$ cat src/sv/lzsm_pkg.sv
// lzsm_pkg: shared types, symbol bases and class tables for the LZ token symbol mapper.
// Used by lzsm_map and lz_token_symbol_mapper_top. No dependencies.
package lzsm_pkg;

   typedef enum logic [1:0] {
      MODE_LITERAL  = 2'd0,
      MODE_LONG     = 2'd1,
      MODE_SHORT    = 2'd2,
      MODE_RESERVED = 2'd3
   } lzsm_mode_type;

   typedef struct packed {
      logic [8:0]  main_symbol;
      logic [2:0]  main_extra_count;
      logic [5:0]  main_extra_value;
      logic        has_distance;
      logic [5:0]  dist_symbol;
      logic [4:0]  dist_extra_count;
      logic [15:0] dist_extra_value;
   } lzsm_result_type;

   localparam logic [8:0]  LEN_BASE_SYM   = 9'd270;
   localparam logic [8:0]  SHORT_BASE_SYM = 9'd261;
   localparam logic [19:0] DIST_LIM_A     = 20'd64;
   localparam logic [19:0] DIST_LIM_B     = 20'd2048;
   localparam logic [19:0] DIST_LIM_C     = 20'd65536;
   localparam logic [19:0] DIST_LIM_D     = 20'd98304;
   localparam logic [19:0] DIST_LIM_E     = 20'd131072;
   localparam logic [5:0]  DIST_SYM_WIDE  = 6'd32;
   localparam logic [5:0]  DIST_SYM_MID   = 6'd33;
   localparam logic [7:0]  SHORT_LIM      = 8'd32;
   localparam logic [7:0]  LEN_LIM        = 8'd32;

   localparam logic [4:0] LEN_CLS_LO [0:31] = '{
      5'd0, 5'd1, 5'd2, 5'd3, 5'd4, 5'd5, 5'd6, 5'd7, 5'd8, 5'd8, 5'd9, 5'd9,
      5'd10, 5'd10, 5'd11, 5'd11, 5'd12, 5'd12, 5'd12, 5'd12, 5'd13, 5'd13,
      5'd13, 5'd13, 5'd14, 5'd14, 5'd14, 5'd14, 5'd15, 5'd15, 5'd15, 5'd15};

   localparam logic [4:0] LEN_CLS_HI [0:31] = '{
      5'd0, 5'd0, 5'd0, 5'd0, 5'd16, 5'd17, 5'd18, 5'd19, 5'd20, 5'd20, 5'd21,
      5'd21, 5'd22, 5'd22, 5'd23, 5'd23, 5'd24, 5'd24, 5'd24, 5'd24, 5'd25,
      5'd25, 5'd25, 5'd25, 5'd26, 5'd26, 5'd26, 5'd26, 5'd27, 5'd27, 5'd27,
      5'd27};

   localparam logic [2:0] LEN_XBITS [0:27] = '{
      3'd0, 3'd0, 3'd0, 3'd0, 3'd0, 3'd0, 3'd0, 3'd0, 3'd1, 3'd1, 3'd1, 3'd1,
      3'd2, 3'd2, 3'd2, 3'd2, 3'd3, 3'd3, 3'd3, 3'd3, 3'd4, 3'd4, 3'd4, 3'd4,
      3'd5, 3'd5, 3'd5, 3'd5};

   localparam logic [4:0] DST_CLS_A [0:63] = '{
      5'd0, 5'd1, 5'd2, 5'd3, 5'd4, 5'd4, 5'd5, 5'd5,
      5'd6, 5'd6, 5'd6, 5'd6, 5'd7, 5'd7, 5'd7, 5'd7,
      5'd8, 5'd8, 5'd8, 5'd8, 5'd8, 5'd8, 5'd8, 5'd8,
      5'd9, 5'd9, 5'd9, 5'd9, 5'd9, 5'd9, 5'd9, 5'd9,
      5'd10, 5'd10, 5'd10, 5'd10, 5'd10, 5'd10, 5'd10, 5'd10,
      5'd10, 5'd10, 5'd10, 5'd10, 5'd10, 5'd10, 5'd10, 5'd10,
      5'd11, 5'd11, 5'd11, 5'd11, 5'd11, 5'd11, 5'd11, 5'd11,
      5'd11, 5'd11, 5'd11, 5'd11, 5'd11, 5'd11, 5'd11, 5'd11};

   localparam logic [4:0] DST_CLS_B [0:63] = '{
      5'd0, 5'd0, 5'd12, 5'd13, 5'd14, 5'd14, 5'd15, 5'd15,
      5'd16, 5'd16, 5'd16, 5'd16, 5'd17, 5'd17, 5'd17, 5'd17,
      5'd18, 5'd18, 5'd18, 5'd18, 5'd18, 5'd18, 5'd18, 5'd18,
      5'd19, 5'd19, 5'd19, 5'd19, 5'd19, 5'd19, 5'd19, 5'd19,
      5'd20, 5'd20, 5'd20, 5'd20, 5'd20, 5'd20, 5'd20, 5'd20,
      5'd20, 5'd20, 5'd20, 5'd20, 5'd20, 5'd20, 5'd20, 5'd20,
      5'd21, 5'd21, 5'd21, 5'd21, 5'd21, 5'd21, 5'd21, 5'd21,
      5'd21, 5'd21, 5'd21, 5'd21, 5'd21, 5'd21, 5'd21, 5'd21};

   localparam logic [4:0] DST_CLS_C [0:63] = '{
      5'd0, 5'd0, 5'd22, 5'd23, 5'd24, 5'd24, 5'd25, 5'd25,
      5'd26, 5'd26, 5'd26, 5'd26, 5'd27, 5'd27, 5'd27, 5'd27,
      5'd28, 5'd28, 5'd28, 5'd28, 5'd28, 5'd28, 5'd28, 5'd28,
      5'd29, 5'd29, 5'd29, 5'd29, 5'd29, 5'd29, 5'd29, 5'd29,
      5'd30, 5'd30, 5'd30, 5'd30, 5'd30, 5'd30, 5'd30, 5'd30,
      5'd30, 5'd30, 5'd30, 5'd30, 5'd30, 5'd30, 5'd30, 5'd30,
      5'd31, 5'd31, 5'd31, 5'd31, 5'd31, 5'd31, 5'd31, 5'd31,
      5'd31, 5'd31, 5'd31, 5'd31, 5'd31, 5'd31, 5'd31, 5'd31};

   localparam logic [4:0] DST_XBITS [0:47] = '{
      5'd0, 5'd0, 5'd0, 5'd0, 5'd1, 5'd1, 5'd2, 5'd2, 5'd3, 5'd3, 5'd4, 5'd4,
      5'd5, 5'd5, 5'd6, 5'd6, 5'd7, 5'd7, 5'd8, 5'd8, 5'd9, 5'd9, 5'd10, 5'd10,
      5'd11, 5'd11, 5'd12, 5'd12, 5'd13, 5'd13, 5'd14, 5'd14, 5'd15, 5'd15,
      5'd16, 5'd16, 5'd16, 5'd16, 5'd16, 5'd16, 5'd16, 5'd16, 5'd16, 5'd16,
      5'd16, 5'd16, 5'd16, 5'd16};

   localparam logic [2:0] SH_CLS [0:31] = '{
      3'd0, 3'd0, 3'd0, 3'd0, 3'd1, 3'd1, 3'd1, 3'd1,
      3'd2, 3'd2, 3'd2, 3'd2, 3'd2, 3'd2, 3'd2, 3'd2,
      3'd3, 3'd3, 3'd3, 3'd3, 3'd3, 3'd3, 3'd3, 3'd3,
      3'd3, 3'd3, 3'd3, 3'd3, 3'd3, 3'd3, 3'd3, 3'd3};

   localparam logic [2:0] SH_XBITS [0:7] = '{
      3'd2, 3'd2, 3'd3, 3'd4, 3'd5, 3'd6, 3'd6, 3'd6};

endpackage

$ cat src/sv/lzsm_map.sv
// lzsm_map: combinational token-to-symbol mapping for one registered token.
// Depends on lzsm_pkg (mode and result types, class tables).
module lzsm_map (
   input  lzsm_pkg::lzsm_mode_type   mode,
   input  logic [7:0]                byte_or_length,
   input  logic [19:0]               distance,
   output lzsm_pkg::lzsm_result_type result
);
   import lzsm_pkg::*;

   logic [4:0]  len_cls;
   logic [2:0]  len_nb;
   logic [6:0]  len_mask;
   logic [5:0]  dsym;
   logic [4:0]  dst_nb;
   logic [16:0] dst_mask;
   logic [7:0]  sh_dist;
   logic [2:0]  sh_cls_n;
   logic [2:0]  sh_nb;
   logic [6:0]  sh_mask;

   always_comb begin
      if (byte_or_length < LEN_LIM) begin
         len_cls = LEN_CLS_LO[byte_or_length[4:0]];
      end else begin
         len_cls = LEN_CLS_HI[byte_or_length[7:3]];
      end
      len_nb   = LEN_XBITS[len_cls];
      len_mask = (7'd1 << len_nb) - 7'd1;
   end

   always_comb begin
      if (distance < DIST_LIM_A) begin
         dsym = {1'b0, DST_CLS_A[distance[5:0]]};
      end else if (distance < DIST_LIM_B) begin
         dsym = {1'b0, DST_CLS_B[distance[10:5]]};
      end else if (distance < DIST_LIM_C) begin
         dsym = {1'b0, DST_CLS_C[distance[15:10]]};
      end else if (distance < DIST_LIM_D) begin
         dsym = DIST_SYM_WIDE;
      end else if (distance < DIST_LIM_E) begin
         dsym = DIST_SYM_MID;
      end else begin
         dsym = DIST_SYM_WIDE + {2'b00, distance[19:16]};
      end
      dst_nb   = DST_XBITS[dsym];
      dst_mask = (17'd1 << dst_nb) - 17'd1;
   end

   always_comb begin
      sh_dist = distance[7:0];
      if (sh_dist < SHORT_LIM) begin
         sh_cls_n = SH_CLS[sh_dist[4:0]];
      end else begin
         sh_cls_n = {1'b1, sh_dist[7:6]};
      end
      sh_nb   = SH_XBITS[sh_cls_n];
      sh_mask = (7'd1 << sh_nb) - 7'd1;
   end

   always_comb begin
      result = '0;
      case (mode)
         MODE_LITERAL: begin
            result.main_symbol = {1'b0, byte_or_length};
         end
         MODE_LONG: begin
            result.main_symbol      = LEN_BASE_SYM + {4'd0, len_cls};
            result.main_extra_count = len_nb;
            result.main_extra_value = byte_or_length[5:0] & len_mask[5:0];
            result.has_distance     = 1'b1;
            result.dist_symbol      = dsym;
            result.dist_extra_count = dst_nb;
            result.dist_extra_value = distance[15:0] & dst_mask[15:0];
         end
         MODE_SHORT: begin
            result.main_symbol      = SHORT_BASE_SYM + {6'd0, sh_cls_n};
            result.main_extra_count = sh_nb;
            result.main_extra_value = sh_dist[5:0] & sh_mask[5:0];
         end
         default: begin
            result = '0;
         end
      endcase
   end

endmodule

$ cat src/sv/lz_token_symbol_mapper_top.sv
// lz_token_symbol_mapper_top: token input register, lzsm_map, result register.
// Depends on lzsm_pkg and lzsm_map.
// A beat goes through the token register and the result register to rsp_.
// Throughput: one token per cycle unless rsp_stall backs up a full pipeline.
// Tokens of the reserved mode are accepted and dropped without a result.
// Reset (synchronous) clears both stage valid flags; payload registers are not reset.
module lz_token_symbol_mapper_top (
   input  logic        clock,
   input  logic        reset,
   input  logic        req_valid,
   output logic        req_stall,
   input  logic [1:0]  req_mode,
   input  logic [7:0]  req_byte_or_length,
   input  logic [19:0] req_distance,
   output logic        rsp_valid,
   input  logic        rsp_stall,
   output logic [8:0]  rsp_main_symbol,
   output logic [2:0]  rsp_main_extra_count,
   output logic [5:0]  rsp_main_extra_value,
   output logic        rsp_has_distance,
   output logic [5:0]  rsp_dist_symbol,
   output logic [4:0]  rsp_dist_extra_count,
   output logic [15:0] rsp_dist_extra_value
);
   import lzsm_pkg::*;

   logic            tok_valid_ff, tok_valid_in;
   lzsm_mode_type   tok_mode_ff;
   logic [7:0]      tok_bl_ff;
   logic [19:0]     tok_dist_ff;
   logic            res_valid_ff, res_valid_in;
   lzsm_result_type res_ff;
   lzsm_result_type map_result;
   logic            res_load;
   logic            tok_load;

   lzsm_map u_map (
      .mode           (tok_mode_ff),
      .byte_or_length (tok_bl_ff),
      .distance       (tok_dist_ff),
      .result         (map_result)
   );

   always_comb begin
      res_load     = !res_valid_ff || !rsp_stall;
      tok_load     = !tok_valid_ff || res_load;
      req_stall    = !tok_load;
      tok_valid_in = tok_load ? (req_valid && (req_mode != MODE_RESERVED)) : tok_valid_ff;
      res_valid_in = res_load ? tok_valid_ff : res_valid_ff;
   end

   always_ff @(posedge clock) begin
      if (reset) begin
         tok_valid_ff <= 1'b0;
         res_valid_ff <= 1'b0;
      end else begin
         tok_valid_ff <= tok_valid_in;
         res_valid_ff <= res_valid_in;
      end
   end

   always_ff @(posedge clock) begin
      if (tok_load && req_valid) begin
         tok_mode_ff <= lzsm_mode_type'(req_mode);
         tok_bl_ff   <= req_byte_or_length;
         tok_dist_ff <= req_distance;
      end
      if (res_load && tok_valid_ff) begin
         res_ff <= map_result;
      end
   end

   assign rsp_valid            = res_valid_ff;
   assign rsp_main_symbol      = res_ff.main_symbol;
   assign rsp_main_extra_count = res_ff.main_extra_count;
   assign rsp_main_extra_value = res_ff.main_extra_value;
   assign rsp_has_distance     = res_ff.has_distance;
   assign rsp_dist_symbol      = res_ff.dist_symbol;
   assign rsp_dist_extra_count = res_ff.dist_extra_count;
   assign rsp_dist_extra_value = res_ff.dist_extra_value;

   a_stall_needs_token: assert property (@(posedge clock) disable iff (reset)
      req_stall |-> (tok_valid_ff && res_valid_ff && rsp_stall))
      else $error("input stalled without a blocked pipeline");

   a_dist_fields_zero: assert property (@(posedge clock) disable iff (reset)
      (rsp_valid && !rsp_has_distance) |->
         (rsp_dist_symbol == 6'd0 && rsp_dist_extra_count == 5'd0 &&
          rsp_dist_extra_value == 16'd0))
      else $error("distance fields set without a distance symbol");

   a_long_symbol_range: assert property (@(posedge clock) disable iff (reset)
      (rsp_valid && rsp_has_distance) |-> (rsp_main_symbol >= LEN_BASE_SYM))
      else $error("long match with a main symbol below the length base");

   a_main_extra_masked: assert property (@(posedge clock) disable iff (reset)
      rsp_valid |-> ((rsp_main_extra_value >> rsp_main_extra_count) == 6'd0))
      else $error("main extra value wider than its count");

   a_reserved_dropped: assert property (@(posedge clock) disable iff (reset)
      (req_valid && !req_stall && req_mode == MODE_RESERVED) |=> !tok_valid_ff)
      else $error("reserved-mode token entered the pipeline");

endmodule
$ cat config.mk
export PLATFORM = sky130hd
export DESIGN_NAME = lz_token_symbol_mapper_top
export DESIGN_NICKNAME = d
export VERILOG_FILES = /design/src/sv/lzsm_pkg.sv /design/src/sv/lzsm_map.sv /design/src/sv/lz_token_symbol_mapper_top.sv
export SDC_FILE = /design/constraint.sdc
export NUM_CORES = 1
export LEC_CHECK = 0
export ABC_AREA = 1
export CAP_MARGIN = 20
export CORE_MARGIN = 2
export CORE_UTILIZATION = 35
export DETAILED_ROUTE_END_ITERATION = 10
export DONT_BUFFER_PORTS = 1
export PLACE_DENSITY = 0.6
export SYNTH_ARGS = -nofsm -noshare
export SYNTH_HDL_FRONTEND = slang
export SYNTH_HIERARCHICAL = 1
export SYNTH_SLANG_ARGS = --single-unit
$ cat constraint.sdc
create_clock -name clock -period 3.3 [get_ports clock]
set_input_delay 0.33 -clock clock [delete_from_list [all_inputs] [get_ports clock]]
set_output_delay 0.33 -clock clock [all_outputs]
set_load 0.05 [all_outputs]
After elaboration in Yosys (flattened, before gate mapping). Memory sizes are Yosys's and may differ from the RTL's. Cells that the tools add are included.

Flip-flop bits (word level): 78. Bits in latches: 0. Bits in writable memories: 0. ROM bits: 1816. Bits of input ports: 34. Logic and storage cells: 99. Memories: 9.

Add/subtract/negate cells: 6. Multipliers: 0. Div/mod/pow operators: 0. $lt $le $gt $ge: 16. Eq/ne operators: 3. Shift operators: 3. Multiplexer cells: 28. Bitwise operators: 12. Reduce and logical (&&, ||, !) cells: 10.

Memories: (no name shown) (words 64, width 5, read ports 1, clocked after Yosys merged registers in 0, write ports 0, RTL line lzsm_map.sv:34) `dsym = {1'b0, DST_CLS_A[distance[5:0]]};`; (no name shown) (words 64, width 5, read ports 1, clocked after Yosys merged registers in 0, write ports 0, RTL line lzsm_map.sv:36) `dsym = {1'b0, DST_CLS_B[distance[10:5]]};`; (no name shown) (words 64, width 5, read ports 1, clocked after Yosys merged registers in 0, write ports 0, RTL line lzsm_map.sv:38) `dsym = {1'b0, DST_CLS_C[distance[15:10]]};`; (no name shown) (words 64, width 5, read ports 1, clocked after Yosys merged registers in 0, write ports 0, RTL line lzsm_map.sv:46) `dst_nb = DST_XBITS[dsym];`; (no name shown) (words 32, width 5, read ports 1, clocked after Yosys merged registers in 0, write ports 0, RTL line lzsm_map.sv:24) `len_cls = LEN_CLS_LO[byte_or_length[4:0]];`; (no name shown) (words 32, width 5, read ports 1, clocked after Yosys merged registers in 0, write ports 0, RTL line lzsm_map.sv:26) `len_cls = LEN_CLS_HI[byte_or_length[7:3]];`; 3 more memories.

Operators by type and width (number): 2-to-1 mux 5 bit (13); less-than comparator 20 x 17 -> 1 bit (second input constant) (2); 2-to-1 mux 6 bit (5); >= comparator 7 bit (second input constant) (4); 2-to-1 mux 28 bit (1); NOT 6 -> 7 bit (4); case mux 9 bit (3 select lines) (1); >= comparator 6 bit (second input constant) (4); NOT 5 -> 6 bit (4); 2-to-1 mux 3 bit (7); less-than comparator 20 x 12 -> 1 bit (second input constant) (1); less-than comparator 20 x 18 -> 1 bit (second input constant) (1); less-than comparator 20 x 7 -> 1 bit (second input constant) (1); case mux 9 bit (2 select lines) (1); bitwise AND 16 bit (1); less-than comparator 8 x 6 -> 1 bit (second input constant) (2); << shifter 1 x 5 -> 16 bit (first input constant) (1); subtractor 16 x 1 -> 16 bit (second input constant) (1); bitwise AND 6 bit (2); << shifter 1 x 3 -> 6 bit (first input constant) (2); subtractor 6 x 1 -> 6 bit (second input constant) (2); adder 9 x 3 -> 9 bit (first input constant) (1); adder 9 x 5 -> 9 bit (first input constant) (1); adder 6 x 4 -> 6 bit (first input constant) (1); 9 further kinds (15).

Logic depth before layout (Yosys ltp).
Depth in word-level cells: 15. Depth in mapped cells: 23. Gate-level depth less buffers: 23.

Modules after synthesis. Netlist, hierarchy kept.

By module, submodules not included: lz_token_symbol_mapper_top (instances 1, cells each 89, area each 2377.3 µm², sequential area each 2322.2 µm²); lzsm_map (instances 1, cells each 340, area each 1908.1 µm², sequential area each 0.0 µm²).

Worst setup path before layout. No wires, ideal clock.

Path kind: reg-to-reg. Start: register tok_dist_ff[19]. End: register res_ff (netlist bit rsp_dist_extra_value[14]) (data pin). Setup time: 253 ps. Arrival: 3049 ps. Required time: 3047 ps. Slack: -2 ps. Cell stages (with the launch flop): 23. Path buffers: 1. Period minus slack after synthesis: 3302 ps. Cell sequence: edfxtp_1 -> nor2_4 -> nand2_4 -> inv_1 -> buf_2 -> o2111ai_1 -> o21ai_0 -> o21ai_0 -> a31oi_1 -> inv_1 -> ha_1 -> nand2_1 -> nand3_1 -> nand2_2 -> nor4_1 -> inv_1 -> ha_1 -> inv_1 -> nor2_4 -> nand2_1 -> nor2_1 -> nor2_1 -> nor2_1.

Longest elaborated chain between the ends: 13.

Ends and longest elaborated chain: start, declared (RTL line lz_token_symbol_mapper_top.sv:30) `logic [19:0] tok_dist_ff;`; start signal, assigned (RTL line lz_token_symbol_mapper_top.sv:66) `tok_dist_ff <= req_distance;`; less-than comparator 20 x 18 -> 1 bit or adder 6 x 4 -> 6 bit (tied branches) (RTL line lzsm_map.sv:41, lzsm_map.sv:44); 2-to-1 mux 6 bit (RTL line lzsm_map.sv:41) `end else if (distance < DIST_LIM_E) begin`; 2-to-1 mux 6 bit (RTL line lzsm_map.sv:39) `end else if (distance < DIST_LIM_D) begin`; 2-to-1 mux 6 bit (RTL line lzsm_map.sv:37) `end else if (distance < DIST_LIM_C) begin`; 2-to-1 mux 6 bit (RTL line lzsm_map.sv:35) `end else if (distance < DIST_LIM_B) begin`; 2-to-1 mux 6 bit * (RTL line lzsm_map.sv:33) `if (distance < DIST_LIM_A) begin`; NOT 6 -> 7 bit (not written as such) * (RTL line lzsm_map.sv:46); memory read (64 x 5 bit) *; 2-to-1 mux 5 bit (not written as such) * (2 in a row) (RTL line lzsm_map.sv:46); << shifter 1 x 5 -> 16 bit * (RTL line lzsm_map.sv:47) `dst_mask = (17'd1 << dst_nb) - 17'd1;`; subtractor 16 x 1 -> 16 bit * (RTL line lzsm_map.sv:47); bitwise AND 16 bit * (RTL line lzsm_map.sv:74) `result.dist_extra_value = distance[15:0] & dst_mask[15:0];`; end signal, assigned (RTL line lz_token_symbol_mapper_top.sv:69) `res_ff <= map_result;`; end, declared (RTL line lz_token_symbol_mapper_top.sv:32) `lzsm_result_type res_ff;`.

Mark *: on every way between the ends. The rest lies on a longest branch, timed or not. The select of a mux whose other input is x is not followed. A chain may end at the register's enable or synchronous reset.

Worst setup path after layout.
Start: register tok_dist_ff[18]. End: register res_ff (netlist bit rsp_dist_extra_value[9]) (data pin).

The elaborated chain is that of the path after synthesis.

==> flow_summary.toml <==
[run_status]
status = "finished, final reports clean"

[timing]
setup_violations = 0
hold_viol = 0
period_minus_slack_ns = 3.068
skew_ns = 0.008659
period_share = 0.9298
slew_headroom = 0.5693
slew_violations = 0
max_freq_mhz = 325.9
worst_slew_pin_slew_ns = 0.6452

[critical_path]
path_cells = "nor2_4 -> nand2_4 -> buf_4 -> nor2_8 -> nand2_1 -> o21ai_2 -> a31oi_4 -> buf_4 -> ha_2 -> nor2_1 -> nand2_1 -> nand2_4 -> inv_2 -> buf_4 -> nand4_2 -> nand2_1 -> inv_1 -> o21ai_1 -> nor3_1"
critPathTopFamily = "simple AND/OR/NAND/NOR gates"
r2r-start = "tok_dist_ff[18]$_DFFE_PP_"
critPathBufInv = 5
cp.arrival_ns = 3.22
crit_type = "reg2reg"
required_ns = 3.45
crit_path_start = "tok_dist_ff[18]$_DFFE_PP_"
end_kind = "register"
cpMaxStageDelayCell = "edfxtp_1"
crit_fanout = 10
start_kind = "register"
cpPeakStageDelay_ns = 0.43

[clocking]
clockBufferDepth = 2
clk_latency_ns = 0.34
clk_pin_slew_ns = 0.06
root_buffer = "clkbuf_16"
htree_levels = 3
ctsHoldBuffers = 0
cts_buffers = 9
cts_tree = "built"
clock-sinks = 78

[power_and_ir_drop]
ir_worst_vdd_mv = 0.2501
p_per_area_mw_per_mm2 = 487.4
p_leak_nw = 2.049

[placed_design]
gp_congestion = 0.8963
place_area_sq_mm = 0.004538
port_buffers = 0
detailed_place_hpwl_microns = 7351

[grt]
track_usage = 0.1524
grt_max_degree = 47
grt_pass1_wl_microns = 15050
grt_pass1_vias = 2945
antenna_found_initial = 0
grt-ovfl-total = 0

[synth]
yosysUniqueCellTypes = 44
yosys_warnings = 6
synth_seq_area_share = 0.5419
yosys-top-cells-area = "edfxtp_1, nand2_1, inv_1"
syn-num-nets = 478
ys_ff_latch = 78
yosysTopAreaCell = "edfxtp_1"
syn_inst = 429
syn-mean-instance-area_sq_um = 9.989
synth_enable_flop_cells = 76
ys.flop_type = "edfxtp_1"
syn_area_sq_mm = 0.004285
async_flop_share = 0
synth_top_area_frac = 0.5326

[detailed_routing]
drt_wl_total_microns = 9725
routedWlPerCell_microns = 16.10
viasPerCell = 5.058
ant_nets = 0
first_pass_iters = 4
via_count = 3055
drt_iter0_drc = 211
drc = 0

[floorplan]
chipWidth_microns = 114.7
fp-row-count = 40
start_util = 0.3583
die_height_microns = 114.7
ios = 82
dieArea_sq_mm = 0.01314
coreArea_sq_mm = 0.01196

[layout]
final_cell_mix = "edfxtp_1, nand2_1, inv_1"
final.fill_count = 1154
nets = 501
n_antenna_cell = 0
fin_util = 0.4139
areaGrowthSynthToFinish_pct = 15.53
final_common_cell = "edfxtp_1"
final_cell_area_sq_mm = 0.004951
layout-drive-gt1-share = 0.2166

[hold_path]
hold_class = "in2reg"
hp-start = "reset"

[flow_run]
maxCapViolCount = 0
## power breakdown
group          switching, mW  internal [mW]  total, mW
clock network          0.378          0.505      0.883
registers              0.106           1.15       1.25
logic                  0.186         0.0930      0.279
## stage by stage
| stage | hold slack, ns | worst slack (ns) | instances | power, mW | setup TNS, ns |
|---|---|---|---|---|---|
| 2_1_floorplan | 0.3924 | 0.03511 | 429 | 1.456 | 0 |
| 3_3_place_gp | 0.3929 | 0.1658 | 582 | 1.525 | 0 |
| 3_5_place_dp | 0.3954 | 0.03937 | 582 | 1.532 | 0 |
| 4_1_cts | 0.02318 | 0.02487 | 598 | 2.430 | 0 |
| 5_1_grt | 0.02126 | -0.006964 | 604 | 2.528 | -0.006964 |
| 6_report | 0.03970 | 0.2317 | 604 | 2.413 | 0 |
## cells by family (layout without fill, tap and decap cells)
group / count (synthesis) / count (layout) / share of synthesized area
AOI/OAI and AO/OA: 56 / 56 / 0.07592
xor gates and xnor gates: 2 / 2 / 0.004088
adders and majority gates: 15 / 15 / 0.04380
buffers and inverters: 69 / 97 / 0.06598
DFF: 78 / 78 / 0.5419
and+or+nand+nor: 209 / 209 / 0.2683
## cell usage after synthesis (3+ instances only)
| master | count |
|---|---|
| a21oi_1 | 23 |
| a21oi_2 | 3 |
| a31oi_1 | 5 |
| clkbuf_1 | 4 |
| edfxtp_1 | 76 |
| ha_1 | 15 |
| inv_1 | 56 |
| nand2_1 | 73 |
| nand2_2 | 8 |
| nand2_4 | 7 |
| nand3_1 | 30 |
| nand3_2 | 7 |
| nand4_1 | 6 |
| nand4_2 | 4 |
| nor2_1 | 41 |
| nor2_2 | 4 |
| nor2_4 | 5 |
| nor3_1 | 8 |
| nor4_1 | 5 |
| o211ai_1 | 4 |
| o21ai_0 | 14 |
## layer usage
layer / global-route usage / up-vias / routed length (microns)
met5: 0 / - / 0
met3: 0.04817 / 13 / 630
met4: 0.07480 / 0 / 208
li1: - / 1521 / -
met2: 0.2276 / 91 / 4362
met1: 0.1997 / 1430 / 4524
## worst paths after layout
check                                       to  slack (ns)  cells after the start
max          rsp_dist_extra_value[9]$_DFFE_PP_        0.23                     19
min                  tok_valid_ff$_SDFFE_PP0P_        0.04                      1
max reg2reg  rsp_dist_extra_value[9]$_DFFE_PP_        0.23                     19
min reg2reg          tok_valid_ff$_SDFFE_PP0P_        0.50                      2
## registers in the layout, indices dropped and copies added, names as in the netlist, 2 cells and up
name	cells
tok_dist_ff	20
rsp_dist_extra_value	16
rsp_main_symbol	9
tok_bl_ff	8
rsp_dist_symbol	6
rsp_main_extra_value	6
rsp_dist_extra_count	5
rsp_main_extra_count	3
tok_mode_ff	2
## cell type report
type,instances,area (sq um),share of cell area
timing repair buffer,20,153.9,0.03108
multi-input combinational,282,1788,0.3611
inverter,61,235.2,0.04751
clock inverter,6,38.79,0.007834
tap,147,183.9,0.03715
clock buffer,10,229.0,0.04625
sequential,78,2322,0.4690
## timing repair
| item | CTS | global route |
|---|---|---|
| buffers inserted | 0 | 6 |
| resized for setup | 0 | 22 |
| hold endpoints to repair | 0 | 0 |
| endpoints found under the setup margin | 0 | 8 |
(Power assumes the default switching activity.)
